<file path="src/kd_pkg.sv">
// Package for the KD stochastic indicator: field widths, register indexes,
// reset values and fixed-point scale constants. No dependencies.
package kd_pkg;

    localparam int PRICE_W  = 32;
    localparam int VAL_W    = 23;
    localparam int PERIOD_W = 7;
    localparam int SPAN_W   = 4;
    localparam int CFG_IDX_W = 2;
    localparam int CFG_DATA_W = 7;

    // divider geometry: quotient bits, dividend and divisor widths
    localparam int QUO_W = VAL_W;
    localparam int DVD_W = 58;
    localparam int DVS_W = 34;
    localparam int REM_W = DVS_W + 1;

    localparam logic [CFG_IDX_W-1:0] CFG_PERIOD = 2'd0;
    localparam logic [CFG_IDX_W-1:0] CFG_KSPAN  = 2'd1;
    localparam logic [CFG_IDX_W-1:0] CFG_DSPAN  = 2'd2;

    localparam logic [PERIOD_W-1:0] PERIOD_RST = 7'd30;
    localparam logic [SPAN_W-1:0]   KSPAN_RST  = 4'd3;
    localparam logic [SPAN_W-1:0]   DSPAN_RST  = 4'd3;

    // 100 << 16 == 25 << 18; RSV dividend is 2*diff*100<<16 + den
    localparam int PCT_FACTOR = 25;
    localparam int PCT_SHIFT  = 19;

endpackage

</file>
<file path="src/kd_price_if.sv">
// Price request channel: valid/ready handshake with one signed price.
// Depends on kd_pkg.
interface kd_price_if;
    logic                              valid;
    logic                              ready;
    logic signed [kd_pkg::PRICE_W-1:0] price;

    modport source (output valid, output price, input ready);
    modport sink   (input valid, input price, output ready);
endinterface

</file>
<file path="src/kd_result_if.sv">
// Result request channel: valid/ready handshake with RSV, K, D and flags.
// Depends on kd_pkg.
interface kd_result_if;
    logic                      valid;
    logic                      ready;
    logic [kd_pkg::VAL_W-1:0]  rsv_value;
    logic [kd_pkg::VAL_W-1:0]  k_value;
    logic [kd_pkg::VAL_W-1:0]  d_value;
    logic                      flat_range;
    logic                      warm;

    modport source (output valid, output rsv_value, output k_value, output d_value,
                    output flat_range, output warm, input ready);
    modport sink   (input valid, input rsv_value, input k_value, input d_value,
                    input flat_range, input warm, output ready);
endinterface

</file>
<file path="src/kd_stochastic_indicator.sv">
// KD stochastic indicator top level: price window memory, scan/divide sequencer.
// Depends on kd_pkg, kd_price_if and kd_result_if.
//
//  channel   dir   payload                                   handshake
//  sample    in    price (s32)                               valid/ready
//  result    out   rsv_value, k_value, d_value (u23 Q7.16),  valid/ready
//                  flat_range, warm
//  cfg       in    cfg_index (2b), cfg_data (7b)             cfg_we, no wait
//
// Each price runs through these steps from accept to the next accept:
// accept, window scan (one memory read per cycle), prep and RSV division,
// K select, K summing and division, D summing and division, final. The
// single restoring divider and the window scan take most of the time; a
// flat window skips the RSV division, warm-up items end early.
// Reset clears the sequencer and warm-up count and loads the register defaults;
// the window needs no clearing. A waiting result does not block the next price;
// a finished item holds in its last state until the output register is free.
module kd_stochastic_indicator #(
    parameter int MAX_WINDOW = 64,
    parameter int MAX_K_SPAN = 8,
    parameter int MAX_D_SPAN = 8
) (
    input  logic                            clk,
    input  logic                            rst_n,
    kd_price_if.sink                        sample,
    kd_result_if.source                     result,
    input  logic                            cfg_we,
    input  logic [kd_pkg::CFG_IDX_W-1:0]    cfg_index,
    input  logic [kd_pkg::CFG_DATA_W-1:0]   cfg_data
);

    localparam int AW       = $clog2(MAX_WINDOW);
    localparam int CW       = $clog2(MAX_WINDOW + MAX_K_SPAN + MAX_D_SPAN);
    localparam int MAX_SPAN = (MAX_K_SPAN > MAX_D_SPAN) ? MAX_K_SPAN : MAX_D_SPAN;
    localparam int HW       = $clog2(MAX_SPAN);
    localparam int SW       = kd_pkg::VAL_W + $clog2(MAX_SPAN);
    localparam int KH       = MAX_K_SPAN - 1;
    localparam int DH       = MAX_D_SPAN - 1;
    localparam int STW      = $clog2(kd_pkg::QUO_W);

    typedef enum logic [3:0] {
        S_IDLE, S_SCAN, S_PREP, S_RDIV, S_KSEL, S_KSUM, S_KDIV,
        S_DSUM, S_DDIV, S_FIN
    } state_t;

    typedef logic [kd_pkg::VAL_W-1:0] val_t;
    typedef logic signed [kd_pkg::PRICE_W-1:0] price_t;

    // control state
    state_t                         state_reg, state_next;
    logic [AW-1:0]                  ptr_reg, ptr_next;
    logic [AW-1:0]                  scan_addr_reg, scan_addr_next;
    logic [CW-1:0]                  scan_left_reg, scan_left_next;
    logic                           pend_reg, pend_next;
    logic [CW-1:0]                  cnt_reg, cnt_next;
    logic [kd_pkg::PERIOD_W-1:0]    period_reg, period_next;
    logic [kd_pkg::SPAN_W-1:0]      kspan_reg, kspan_next;
    logic [kd_pkg::SPAN_W-1:0]      dspan_reg, dspan_next;
    logic                           out_valid_reg, out_valid_next;
    logic [STW-1:0]                 step_reg, step_next;
    logic [HW-1:0]                  hidx_reg, hidx_next;

    // payload
    price_t                         price_reg, price_next;
    price_t                         hi_reg, hi_next;
    price_t                         lo_reg, lo_next;
    price_t                         rd_data_reg;
    logic [kd_pkg::REM_W-1:0]       rem_reg, rem_next;
    logic [kd_pkg::QUO_W-1:0]       quo_reg, quo_next;
    logic [kd_pkg::DVS_W-1:0]       dvs_reg, dvs_next;
    logic [SW-1:0]                  sum_reg, sum_next;
    val_t                           khist_reg [KH];
    val_t                           khist_next [KH];
    val_t                           dhist_reg [DH];
    val_t                           dhist_next [DH];
    val_t                           rsv_reg, rsv_next;
    val_t                           kv_reg, kv_next;
    val_t                           dv_reg, dv_next;
    logic                           flat_reg, flat_next;
    logic                           warm_reg, warm_next;
    val_t                           o_rsv_reg, o_rsv_next;
    val_t                           o_kv_reg, o_kv_next;
    val_t                           o_dv_reg, o_dv_next;
    logic                           o_flat_reg, o_flat_next;
    logic                           o_warm_reg, o_warm_next;

    // price window memory
    price_t                         window_mem [MAX_WINDOW];
    logic                           mem_we;

    // effective (clamped) configuration
    logic [CW-1:0]                  n_eff, nk, nd, full, cnt_inc;

    // shared divider
    logic                           div_ld;
    logic [kd_pkg::DVD_W-1:0]       div_dvd;
    logic [kd_pkg::DVS_W-1:0]       div_dvs;
    logic [kd_pkg::REM_W-1:0]       div_trial;
    logic                           div_ge;
    val_t                           div_q;
    logic                           div_last;

    // RSV operands
    logic [kd_pkg::PRICE_W:0]       rng, diff;
    logic [kd_pkg::DVD_W-1:0]       scaled;
    logic [SW-1:0]                  sum_add;

    function automatic logic [AW-1:0] wrap_inc(input logic [AW-1:0] a);
        return (int'(a) == MAX_WINDOW - 1) ? '0 : a + 1'b1;
    endfunction

    function automatic logic [AW-1:0] wrap_dec(input logic [AW-1:0] a);
        return (a == '0) ? AW'(MAX_WINDOW - 1) : a - 1'b1;
    endfunction

    // clamp registers to their legal ranges
    always_comb
    begin
        if (period_reg < 2)
            n_eff = CW'(2);
        else if (int'(period_reg) > MAX_WINDOW)
            n_eff = CW'(MAX_WINDOW);
        else
            n_eff = CW'(period_reg);

        if (kspan_reg < 2)
            nk = CW'(1);
        else if (int'(kspan_reg) > MAX_K_SPAN)
            nk = CW'(MAX_K_SPAN - 1);
        else
            nk = CW'(kspan_reg) - 1'b1;

        if (dspan_reg < 2)
            nd = CW'(1);
        else if (int'(dspan_reg) > MAX_D_SPAN)
            nd = CW'(MAX_D_SPAN - 1);
        else
            nd = CW'(dspan_reg) - 1'b1;

        full    = n_eff + nk + nd;
        cnt_inc = (cnt_reg < full) ? cnt_reg + 1'b1 : full;
    end

    assign rng  = {hi_reg[kd_pkg::PRICE_W-1], hi_reg} - {lo_reg[kd_pkg::PRICE_W-1], lo_reg};
    assign diff = {price_reg[kd_pkg::PRICE_W-1], price_reg}
                - {lo_reg[kd_pkg::PRICE_W-1], lo_reg};
    assign scaled = kd_pkg::DVD_W'(diff) * kd_pkg::DVD_W'(kd_pkg::PCT_FACTOR);

    // one restoring step: shift in the next dividend bit, subtract if it fits
    assign div_trial = {rem_reg[kd_pkg::REM_W-2:0], quo_reg[kd_pkg::QUO_W-1]};
    assign div_ge    = (div_trial >= {1'b0, dvs_reg});
    assign div_q     = {quo_reg[kd_pkg::QUO_W-2:0], div_ge};
    assign div_last  = (int'(step_reg) == kd_pkg::QUO_W - 1);

    assign sum_add = (state_reg == S_KSUM)
                   ? sum_reg + SW'(khist_reg[hidx_reg])
                   : sum_reg + SW'(dhist_reg[hidx_reg]);

    assign sample.ready      = (state_reg == S_IDLE);
    assign result.valid      = out_valid_reg;
    assign result.rsv_value  = o_rsv_reg;
    assign result.k_value    = o_kv_reg;
    assign result.d_value    = o_dv_reg;
    assign result.flat_range = o_flat_reg;
    assign result.warm       = o_warm_reg;

    always_comb
    begin
        state_next     = state_reg;
        ptr_next       = ptr_reg;
        scan_addr_next = scan_addr_reg;
        scan_left_next = scan_left_reg;
        pend_next      = pend_reg;
        cnt_next       = cnt_reg;
        period_next    = period_reg;
        kspan_next     = kspan_reg;
        dspan_next     = dspan_reg;
        out_valid_next = out_valid_reg & ~result.ready;
        step_next      = step_reg;
        hidx_next      = hidx_reg;
        price_next     = price_reg;
        hi_next        = hi_reg;
        lo_next        = lo_reg;
        rem_next       = rem_reg;
        quo_next       = quo_reg;
        dvs_next       = dvs_reg;
        sum_next       = sum_reg;
        khist_next     = khist_reg;
        dhist_next     = dhist_reg;
        rsv_next       = rsv_reg;
        kv_next        = kv_reg;
        dv_next        = dv_reg;
        flat_next      = flat_reg;
        warm_next      = warm_reg;
        o_rsv_next     = o_rsv_reg;
        o_kv_next      = o_kv_reg;
        o_dv_next      = o_dv_reg;
        o_flat_next    = o_flat_reg;
        o_warm_next    = o_warm_reg;
        mem_we         = 1'b0;
        div_ld         = 1'b0;
        div_dvd        = '0;
        div_dvs        = '0;

        case (state_reg)
            S_IDLE:
            begin
                if (sample.valid)
                begin
                    // store the new price as the newest window entry
                    ptr_next   = wrap_inc(ptr_reg);
                    mem_we     = 1'b1;
                    price_next = sample.price;
                    hi_next    = sample.price;
                    lo_next    = sample.price;
                    cnt_next   = cnt_inc;
                    rsv_next   = '0;
                    kv_next    = '0;
                    dv_next    = '0;
                    flat_next  = 1'b0;
                    warm_next  = 1'b0;
                    if (cnt_inc < n_eff)
                        state_next = S_FIN;
                    else
                    begin
                        scan_addr_next = wrap_dec(wrap_inc(ptr_reg));
                        scan_left_next = n_eff - 1'b1;
                        pend_next      = 1'b0;
                        state_next     = S_SCAN;
                    end
                end
            end

            S_SCAN:
            begin
                // issue one read per cycle, compare the data of the last one
                if (scan_left_reg != '0)
                begin
                    pend_next      = 1'b1;
                    scan_addr_next = wrap_dec(scan_addr_reg);
                    scan_left_next = scan_left_reg - 1'b1;
                end
                else
                    pend_next = 1'b0;
                if (pend_reg)
                begin
                    if (rd_data_reg > hi_reg)
                        hi_next = rd_data_reg;
                    if (rd_data_reg < lo_reg)
                        lo_next = rd_data_reg;
                end
                if (scan_left_reg == '0 && !pend_reg)
                    state_next = S_PREP;
            end

            S_PREP:
            begin
                if (hi_reg == lo_reg)
                begin
                    flat_next  = 1'b1;
                    rsv_next   = '0;
                    state_next = S_KSEL;
                end
                else
                begin
                    // round((diff * 6553600) / rng) as (2*num + rng) / (2*rng)
                    div_ld     = 1'b1;
                    div_dvd    = (scaled << kd_pkg::PCT_SHIFT) + kd_pkg::DVD_W'(rng);
                    div_dvs    = {rng, 1'b0};
                    state_next = S_RDIV;
                end
            end

            S_RDIV:
            begin
                if (div_last)
                begin
                    rsv_next   = div_q;
                    state_next = S_KSEL;
                end
            end

            S_KSEL:
            begin
                if (cnt_reg < n_eff + nk)
                begin
                    // seed K with the raw value
                    kv_next       = rsv_reg;
                    khist_next[0] = rsv_reg;
                    for (int i = 1; i < KH; i++)
                        khist_next[i] = khist_reg[i-1];
                    state_next = S_FIN;
                end
                else
                begin
                    sum_next   = SW'(rsv_reg);
                    hidx_next  = '0;
                    state_next = S_KSUM;
                end
            end

            S_KSUM, S_DSUM:
            begin
                sum_next  = sum_add;
                hidx_next = hidx_reg + 1'b1;
                if (state_reg == S_KSUM && CW'(hidx_reg) == nk - 1'b1)
                begin
                    div_ld     = 1'b1;
                    div_dvd    = kd_pkg::DVD_W'(sum_add) + kd_pkg::DVD_W'((nk + 1'b1) >> 1);
                    div_dvs    = kd_pkg::DVS_W'(nk) + 1'b1;
                    state_next = S_KDIV;
                end
                else if (state_reg == S_DSUM && CW'(hidx_reg) == nd - 1'b1)
                begin
                    div_ld     = 1'b1;
                    div_dvd    = kd_pkg::DVD_W'(sum_add) + kd_pkg::DVD_W'((nd + 1'b1) >> 1);
                    div_dvs    = kd_pkg::DVS_W'(nd) + 1'b1;
                    state_next = S_DDIV;
                end
            end

            S_KDIV:
            begin
                if (div_last)
                begin
                    kv_next       = div_q;
                    khist_next[0] = div_q;
                    for (int i = 1; i < KH; i++)
                        khist_next[i] = khist_reg[i-1];
                    if (cnt_reg < n_eff + nk + nd)
                    begin
                        // seed D with K
                        dv_next       = div_q;
                        dhist_next[0] = div_q;
                        for (int i = 1; i < DH; i++)
                            dhist_next[i] = dhist_reg[i-1];
                        state_next = S_FIN;
                    end
                    else
                    begin
                        sum_next   = SW'(div_q);
                        hidx_next  = '0;
                        state_next = S_DSUM;
                    end
                end
            end

            S_DDIV:
            begin
                if (div_last)
                begin
                    dv_next       = div_q;
                    warm_next     = 1'b1;
                    dhist_next[0] = div_q;
                    for (int i = 1; i < DH; i++)
                        dhist_next[i] = dhist_reg[i-1];
                    state_next = S_FIN;
                end
            end

            S_FIN:
            begin
                // hold until the output register is free
                if (!out_valid_reg || result.ready)
                begin
                    o_rsv_next     = rsv_reg;
                    o_kv_next      = kv_reg;
                    o_dv_next      = dv_reg;
                    o_flat_next    = flat_reg;
                    o_warm_next    = warm_reg;
                    out_valid_next = 1'b1;
                    state_next     = S_IDLE;
                end
            end

            default:
            begin
                state_next = S_IDLE;
            end
        endcase

        // advance the shared divider
        if (div_ld)
        begin
            rem_next  = kd_pkg::REM_W'(div_dvd >> kd_pkg::QUO_W);
            quo_next  = div_dvd[kd_pkg::QUO_W-1:0];
            dvs_next  = div_dvs;
            step_next = '0;
        end
        else if (state_reg == S_RDIV || state_reg == S_KDIV || state_reg == S_DDIV)
        begin
            rem_next  = div_ge ? div_trial - {1'b0, dvs_reg} : div_trial;
            quo_next  = div_q;
            step_next = step_reg + 1'b1;
        end

        // register writes restart the warm-up
        if (cfg_we)
        begin
            case (cfg_index)
                kd_pkg::CFG_PERIOD:
                begin
                    period_next = cfg_data[kd_pkg::PERIOD_W-1:0];
                    cnt_next    = '0;
                end
                kd_pkg::CFG_KSPAN:
                begin
                    kspan_next = cfg_data[kd_pkg::SPAN_W-1:0];
                    cnt_next   = '0;
                end
                kd_pkg::CFG_DSPAN:
                begin
                    dspan_next = cfg_data[kd_pkg::SPAN_W-1:0];
                    cnt_next   = '0;
                end
                default:
                begin
                    cnt_next = cnt_next;
                end
            endcase
        end
    end

    always_ff @(posedge clk or negedge rst_n)
    begin
        if (!rst_n)
        begin
            state_reg     <= S_IDLE;
            ptr_reg       <= '0;
            scan_addr_reg <= '0;
            scan_left_reg <= '0;
            pend_reg      <= 1'b0;
            cnt_reg       <= '0;
            period_reg    <= kd_pkg::PERIOD_RST;
            kspan_reg     <= kd_pkg::KSPAN_RST;
            dspan_reg     <= kd_pkg::DSPAN_RST;
            out_valid_reg <= 1'b0;
            step_reg      <= '0;
            hidx_reg      <= '0;
        end
        else
        begin
            state_reg     <= state_next;
            ptr_reg       <= ptr_next;
            scan_addr_reg <= scan_addr_next;
            scan_left_reg <= scan_left_next;
            pend_reg      <= pend_next;
            cnt_reg       <= cnt_next;
            period_reg    <= period_next;
            kspan_reg     <= kspan_next;
            dspan_reg     <= dspan_next;
            out_valid_reg <= out_valid_next;
            step_reg      <= step_next;
            hidx_reg      <= hidx_next;
        end
    end

    always_ff @(posedge clk)
    begin
        price_reg  <= price_next;
        hi_reg     <= hi_next;
        lo_reg     <= lo_next;
        rem_reg    <= rem_next;
        quo_reg    <= quo_next;
        dvs_reg    <= dvs_next;
        sum_reg    <= sum_next;
        khist_reg  <= khist_next;
        dhist_reg  <= dhist_next;
        rsv_reg    <= rsv_next;
        kv_reg     <= kv_next;
        dv_reg     <= dv_next;
        flat_reg   <= flat_next;
        warm_reg   <= warm_next;
        o_rsv_reg  <= o_rsv_next;
        o_kv_reg   <= o_kv_next;
        o_dv_reg   <= o_dv_next;
        o_flat_reg <= o_flat_next;
        o_warm_reg <= o_warm_next;
    end

    // window memory: one write port, one registered read port
    always_ff @(posedge clk)
    begin
        if (mem_we)
            window_mem[ptr_next] <= sample.price;
        rd_data_reg <= window_mem[scan_addr_reg];
    end

endmodule

</file>
<file path="src/flat_wrapper.sv">
// flat-port wrapper written by rule: the top's interface ports become plain ports
module kd_stochastic_indicator_flat 
#(
    parameter int MAX_WINDOW = 64,
    parameter int MAX_K_SPAN = 8,
    parameter int MAX_D_SPAN = 8
)
  (clk, rst_n, cfg_we, cfg_index, cfg_data, sample_valid, sample_price, sample_ready, result_valid, result_rsv_value, result_k_value, result_d_value, result_flat_range, result_warm, result_ready);
  kd_price_if sample_i ();
  kd_result_if result_i ();
  input  logic clk;
  input  logic rst_n;
  input  logic cfg_we;
  input  logic [kd_pkg::CFG_IDX_W-1:0] cfg_index;
  input  logic [kd_pkg::CFG_DATA_W-1:0] cfg_data;
  input wire logic [$bits(sample_i.valid)-1:0] sample_valid;
  input wire logic [$bits(sample_i.price)-1:0] sample_price;
  output wire logic [$bits(sample_i.ready)-1:0] sample_ready;
  output wire logic [$bits(result_i.valid)-1:0] result_valid;
  output wire logic [$bits(result_i.rsv_value)-1:0] result_rsv_value;
  output wire logic [$bits(result_i.k_value)-1:0] result_k_value;
  output wire logic [$bits(result_i.d_value)-1:0] result_d_value;
  output wire logic [$bits(result_i.flat_range)-1:0] result_flat_range;
  output wire logic [$bits(result_i.warm)-1:0] result_warm;
  input wire logic [$bits(result_i.ready)-1:0] result_ready;
  assign sample_i.valid = sample_valid;
  assign sample_i.price = sample_price;
  assign sample_ready = sample_i.ready;
  assign result_valid = result_i.valid;
  assign result_rsv_value = result_i.rsv_value;
  assign result_k_value = result_i.k_value;
  assign result_d_value = result_i.d_value;
  assign result_flat_range = result_i.flat_range;
  assign result_warm = result_i.warm;
  assign result_i.ready = result_ready;
  kd_stochastic_indicator #(.MAX_WINDOW(MAX_WINDOW), .MAX_K_SPAN(MAX_K_SPAN), .MAX_D_SPAN(MAX_D_SPAN)) u_core (.clk(clk), .rst_n(rst_n), .sample(sample_i), .result(result_i), .cfg_we(cfg_we), .cfg_index(cfg_index), .cfg_data(cfg_data));
endmodule
</file>
<file path="config.mk">
export PLATFORM = sky130hd
export DESIGN_NAME = kd_stochastic_indicator_flat
export DESIGN_NICKNAME = d
export VERILOG_FILES = /design/src/kd_pkg.sv /design/src/kd_price_if.sv /design/src/kd_result_if.sv /design/src/kd_stochastic_indicator.sv /design/src/flat_wrapper.sv
export SDC_FILE = /design/constraint.sdc
export NUM_CORES = 2
export LEC_CHECK = 0
export ABC_CLOCK_PERIOD_IN_PS = 28000
export BUFFER_PORTS_ARGS = -buffer_cell sky130_fd_sc_hd__buf_4
export CAP_MARGIN = 10
export CORE_MARGIN = 1.5
export CORE_UTILIZATION = 50
export CTS_CLUSTER_SIZE = 30
export DETAILED_ROUTE_END_ITERATION = 8
export PLACE_DENSITY_LB_ADDON = 0.1
export REMOVE_ABC_BUFFERS = 1
export SYNTH_ARGS = -nofsm -noshare
export SYNTH_HDL_FRONTEND = slang
export SYNTH_SLANG_ARGS = --single-unit
</file>
<file path="constraint.sdc">
create_clock -name clk -period 28 [get_ports clk]
set_clock_uncertainty 0.2 [all_clocks]
set_input_delay 1.4 -clock clk [delete_from_list [all_inputs] [get_ports clk]]
set_output_delay 1.4 -clock clk [all_outputs]
set_load 0.01 [all_outputs]
</file>
# Word-level counts from Yosys, hierarchy flattened
# Memories as Yosys holds them, arrays and structs flattened. A register that Yosys moved wholly into a read port is not among the register bits.
# Index checks and enable logic that the tools add are counted.
[word_totals] reg_bits=732 mem_bits_rw=2048 inputBits=46 wordCells=273 n_memories=1
[memory_table] name="u_core.window_mem" words=64 width=32 rd=1 rd_ports_with_merged_regs=1 write_ports=1 line="kd_stochastic_indicator.sv:88" text="price_t window_mem [MAX_WINDOW];"
[classes] addsub=26 n_mul=1 order_cmp=13 n_eq_ne=33 muxes=109 bitwise=3 reduce_logical=44
[op_table] cell="$mux 161" n=5
[op_table] cell="$pmux 161 s2" n=2
[op_table] cell="$mux 23" n=12
[op_table] cell="$pmux 23 s3" n=3
[op_table] cell="$mux 34" n=6
[op_table] cell="$mux 57" n=3
[op_table] cell="$mux 32" n=5
[op_table] cell="$bmux 23 s3" n=2
[op_table] cell="$pmux 32 s2" n=2
[op_table] cell="$pmux 57 s2" n=1
[op_table] cell="$mux 26" n=4
[op_table] cell="$mux 7" n=14
[op_table] cell="$pmux 26 s3" n=1
[op_table] cell="$pmux 34 s2" n=1
[op_table] cell="$sub 32x32->33" n=2
[op_table] cell="$add 57x33->57" n=1
[op_table] cell="$add 26x7->27" n=2
[op_table] cell="$add 26x23->26" n=2
[op_table] cell="$mux 6" n=8
[op_table] cell="$mux 4" n=11
[op_table] cell="$mul 33x5->38 const B" n=1
[op_table] cell="$pmux 4 s9" n=1
[op_table] cell="$ge 35x34->1" n=1
[op_table] cell="$sub 34x34->34" n=1
[op_table] cell="57 further kinds" n=138

# Logic depth before layout (Yosys ltp)
[logic_depth] word_depth=11 ltp_mapped=35

# Least setup slack after synthesis
# No wires, ideal clock.
[synth_timing] path_type="register -> register" start="register u_core.kspan_reg[1] (netlist name)" end="register u_core.khist_reg[0] (netlist name), enable pin" arrival_ps=15158 slack_ps=11722 stages_incl_launch_ff=19 path_buffers=0 period_less_slack_ps=16278 cell_sequence="dfstp_2 -> inv_1 -> ha_1 -> nor2b_1 -> a211oi_1 -> inv_1 -> ha_1 -> a21oi_1 -> nor2_1 -> nor2_1 -> xnor2_1 -> inv_1 -> ha_1 -> nor2b_1 -> o21ai_0 -> nand2b_1 -> a21oi_1 -> nand2b_1 -> a211oi_1"
[synth_via] elab_chain_cells=7 word_cells_on_any_way=9 cone_classes="add/sub (2); order compare (3); eq/ne (1); mux (2); reduce/logical (1)"
[synth_lines] item="start, declared" line="kd_stochastic_indicator.sv:57" text="logic [kd_pkg::SPAN_W-1:0] kspan_reg, kspan_next;"
[synth_lines] item="start signal, assigned" line="kd_stochastic_indicator.sv:435" text="kspan_reg <= kd_pkg::KSPAN_RST;"
[synth_lines] item="start signal, assigned" line="kd_stochastic_indicator.sv:450" text="kspan_reg <= kspan_next;"
[synth_lines] item="$sub 4x1->5 or $gt 4x4->1 (tied branches)" line="kd_stochastic_indicator.sv:131, kd_stochastic_indicator.sv:128"
[synth_lines] item="$mux 7" line="kd_stochastic_indicator.sv:128" text="else if (int'(kspan_reg) > MAX_K_SPAN)"
[synth_lines] item="$mux 7 (*)" line="kd_stochastic_indicator.sv:126" text="if (kspan_reg < 2)"
[synth_lines] item="$add 7x7->7 (*)" line="kd_stochastic_indicator.sv:285" text="if (cnt_reg < n_eff + nk)"
[synth_lines] item="$lt 7x7->1 (*)" line="kd_stochastic_indicator.sv:285"
[synth_lines] item="$ne 2x1->1 (no source line) (*)"
[synth_lines] item="$reduce_and 3->1 (no source line) (*)"
[synth_lines] item="end signal, assigned" line="kd_stochastic_indicator.sv:467" text="khist_reg <= khist_next;"
[synth_lines] item="end, declared" line="kd_stochastic_indicator.sv:72" text="val_t khist_reg [KH];"
# Mark *: on every way between the ends. The rest lies on a longest branch, timed or not.
# A chain may end at the register's enable or synchronous reset.

# Final worst setup path
[layout_timing] start="register u_core.lo_reg[12]" end="register u_core.rem_reg[33] (netlist name) (data pin)"
[layout_via] elab_chain_cells=6 word_cells_on_any_way=10 cone_classes="add/sub (3); mul (1); eq/ne (1); mux (5)"
[layout_lines] item="start, declared" line="kd_stochastic_indicator.sv:66" text="price_t lo_reg, lo_next;"
[layout_lines] item="start signal, assigned" line="kd_stochastic_indicator.sv:462" text="lo_reg <= lo_next;"
[layout_lines] item="$sub 32x32->33" line="kd_stochastic_indicator.sv:146" text="- {lo_reg[kd_pkg::PRICE_W-1], lo_reg};"
[layout_lines] item="$mul 33x5->38" line="kd_stochastic_indicator.sv:147" text="assign scaled = kd_pkg::DVD_W'(diff) * kd_pkg::DVD_W'(kd_pkg::PCT_FACTOR);"
[layout_lines] item="$add 57x33->57" line="kd_stochastic_indicator.sv:268" text="div_dvd = (scaled << kd_pkg::PCT_SHIFT) + kd_pkg::DVD_W'(rng);"
[layout_lines] item="$mux 57" line="kd_stochastic_indicator.sv:258" text="if (hi_reg == lo_reg)"
[layout_lines] item="$pmux 57 s2" line="kd_stochastic_indicator.sv:205" text="case (state_reg)"
[layout_lines] item="$mux 34 (*)" line="kd_stochastic_indicator.sv:383" text="if (div_ld)"
[layout_lines] item="named net u_core.rem_next (one bit)" line="kd_stochastic_indicator.sv:68" text="logic [kd_pkg::REM_W-1:0] rem_reg, rem_next;"
[layout_lines] item="end signal, assigned" line="kd_stochastic_indicator.sv:463" text="rem_reg <= rem_next;"
[layout_lines] item="end, declared" line="kd_stochastic_indicator.sv:68"
# The timed path passes the listed nets; every way through them passes the cells marked *.

==> impl_results.md <==
- Crit end category: flip-flop
- RePlAce Congestion: 0.903
- RSZ-0062 raised after global routing: no
- Yosys top cell area share: 0.670
- Slowest cell delay on critical path: 790 ps
- Vias in the first global route: 65,800
- Register area: 83,900 um^2
- # H-tree levels: 5
- Mapped cell area: 122,000 um^2
- Worst Path Buf+Inv: 3
- HP Start: u_core.dv_reg[0]$_SDFFCE_PP0P_
- Yosys cell types: 97
- CTS buffer count: 309
- Clk sink count: 2,812
- Asr flop ratio synth: 0.0196
- Top_reg_cell synth: edfxtp_1
- Max Cap Viol: 0
- Mapped Cells: 6,923
- Num rows: 181
- Cells resized by post-CTS repair: 0
- Critical Path Most Common Cell: ha_1
- Status: complete, no violations
- Reg-to-reg startpoint: u_core.lo_reg[12]$_DFFE_PP_
- Clk Latency, worst-skew pair: 950 ps
- Layout area overhead: 12.3%
- Most frequent cells in the layout: edfxtp_1 (2,725), mux4_2 (741), nand2_1 (474), ha_1 (360), inv_1 (319)
- R2r setup slk: 20,060 ps
- Final nets: 7,660
- Core Box Area: 243,000 um^2
- Max-Slew Margin vs Limit: 0.158
- Tmin final: 7940 ps
- Post-DRT Antenna Nets: 0
- Tightest Pin Transition: 1260 ps
- #FFs+latches synth: 2,812
- Clock root cell: clkbuf_16
- Number of flip-flops in the largest register: 2,048
- Yosys warnings: 0
- Bufs on Longest Clock Path: 4
- Register-to-Register Path Depth: 27
- CTS tree: yes
- GRT Util Overall: 0.244
- Wire length per cell: 28.3 um
- DRC: 0
- Pin count of the biggest net entering global routing: 162
- I/O Pins: 119
- First-pass GRT wire length: 445 mm
- GR Overflow Total: 0
- Die X: 497 um
- Final non-filler cell total: 10,600
- Final Hold Vio Count: 0
- Worst path arrival time: 8300 ps
- Clock transition at path regs: 60 ps
- Post-CTS setup buffers: 0
- Die area: 247,000 um^2
- Worst r2r dst: u_core.rem_reg[33]$_DFFE_PP_
- Hold Crit Class: flip-flop to flip-flop
- Synth top area cells: edfxtp_1 (67%), mux4_2 (14%), ha_1 (3.7%), nand2_1 (1.5%), inv_1 (0.98%)
- Filler cells: 18,400
- EDFF count, synth: 2,725
- Die Y-Extent: 497 um
- Final core utilization: 0.565
- Area of the multi-input gates: 36,600 um^2
- Hold-fix buffers at CTS: 0
- Worst Path Max Fanout: 7
- DR pass1 iterations: 5
- Total Wirelength: 301 mm
- Total placed cells including tap cells: 10,100
- Share of post-route cells with drive strength above 1: 0.211
- I/O Buffers: 118
- Max Slew Vio Count: 0
- Commonest non-fill, non-tap cell in the layout: edfxtp_1
- Worst hold stages: 0
- Seq/Total Area, Yosys: 0.686
- Crit Path Class: flip-flop to flip-flop
- Setup TNS: 0 ps
- DPL Wire Length: 184 mm
- CP max stage cell: a2111oi_0
- DR vias: 64,600
- Starting DRT DRC Count: 5,926
- Starting density of the core: 0.503
- Vias per inst: 6.07
- Yosys top cell by area: edfxtp_1
- Top delay family on crit path: compound AO/OA/AOI/OAI gates
- Fmax: 0.126 GHz
- Hold Path End: u_core.result.d_value[0]$_DFFE_PP_
- Period utilization: 0.283
- CP Launch Type: flip-flop
- Mapped Avg Cell Area: 17.6 um^2
- Final setup violation count: 0
- Initial antenna violation count: 12
- Req. time, crit path: 28,370 ps
==> metal layers <==
metal	GRT usage	vias to the layer above	wire [um]
met1	0.335	33900	127000
met5	0	-	8
met2	0.413	2089	151000
li1	-	28200	-
met4	0.0642	2	7580
met3	0.0306	457	15900
==> synthesized netlist by cell type (7+ instances only) <==
cell and n:
o31ai_1 14, o21ai_0 187, a21oi_1 238, or2_2 7, a31oi_1 21, edfxtp_1 2725
nor2_1 255, dfrtp_1 47, fa_1 37, o22ai_1 37, a221oi_1 8, and4_1 7
buf_1 61, nand2_1 476, a22oi_1 15, o211ai_1 25, xor2_1 97, o21a_1 29
mux2_2 20, a21o_1 124, and2_1 50, dfstp_2 8, mux2i_1 77, dfxtp_1 32
a21boi_0 12, nor4_1 12, xnor2_1 136, a211o_1 10, nor3_1 59, nor2b_1 72
inv_1 320, ha_1 360, clkbuf_1 211, mux4_2 741, nand2b_1 51, and3_1 25
o21bai_1 23, nand4_1 42, a22o_1 20, a211oi_1 31, nand3_1 68, or3_1 8
==> logic make-up (layout without fill, tap and decap cells) <==
logic type | count (synthesis) | in the layout | share of synthesized area
xor+xnor | 233 | 233 | 0.0167
fa+ha+maj | 397 | 397 | 0.0429
simple gates | 1168 | 1168 | 0.0447
buf+inv | 600 | 1108 | 0.0186
other cells | 1 | 8 | 0.0000307
mux | 839 | 839 | 0.145
flops | 2812 | 2812 | 0.686
compound gates | 873 | 873 | 0.0457
==> metrics by stage <==
stage / worst slack (ps) / hold WS, ps / cell area (um^2)
after CTS: 20090 / 183 / 137000
after global placement: 20280 / 205 / 128000
after global routing: 19420 / 187 / 137000
after detailed placement: 20170 / 205 / 128000
final: 20060 / 178 / 137000
after floorplan: 6180 / 200 / 121000
==> final cells by class <==
type	count	share of cell area
clock buffers	379	0.0592
clock inverters	147	0.00983
well taps	3202	0.0292
diodes	6	0.000109
flip-flops and latches	2812	0.611
inverters	322	0.00881
repair buffers	260	0.0146
multi-input cells	3512	0.267
==> how the worst max path moves through the flow <==
stage / startpoint / to / slack (ps) / cells after the start
6_report: u_core.lo_reg[12]$_DFFE_PP_ / u_core.rem_reg[33]$_DFFE_PP_ / 20060 / 27
5_1_grt: u_core.lo_reg[12]$_DFFE_PP_ / u_core.rem_reg[33]$_DFFE_PP_ / 19420 / 27
4_1_cts: u_core.lo_reg[12]$_DFFE_PP_ / u_core.rem_reg[33]$_DFFE_PP_ / 20090 / 28
3_5_place_dp: u_core.lo_reg[0]$_DFFE_PP_ / u_core.rem_reg[33]$_DFFE_PP_ / 20170 / 28
3_3_place_gp: u_core.lo_reg[0]$_DFFE_PP_ / u_core.rem_reg[33]$_DFFE_PP_ / 20280 / 28
2_1_floorplan: u_core.scan_addr_reg[0]$_DFFE_PN0P_ / u_core.scan_addr_reg[3]$_DFFE_PN0P_ / 6180 / 7
Power is not shown: default switching activity piles up to over one toggle a cycle in this logic, so the estimate is an artifact.
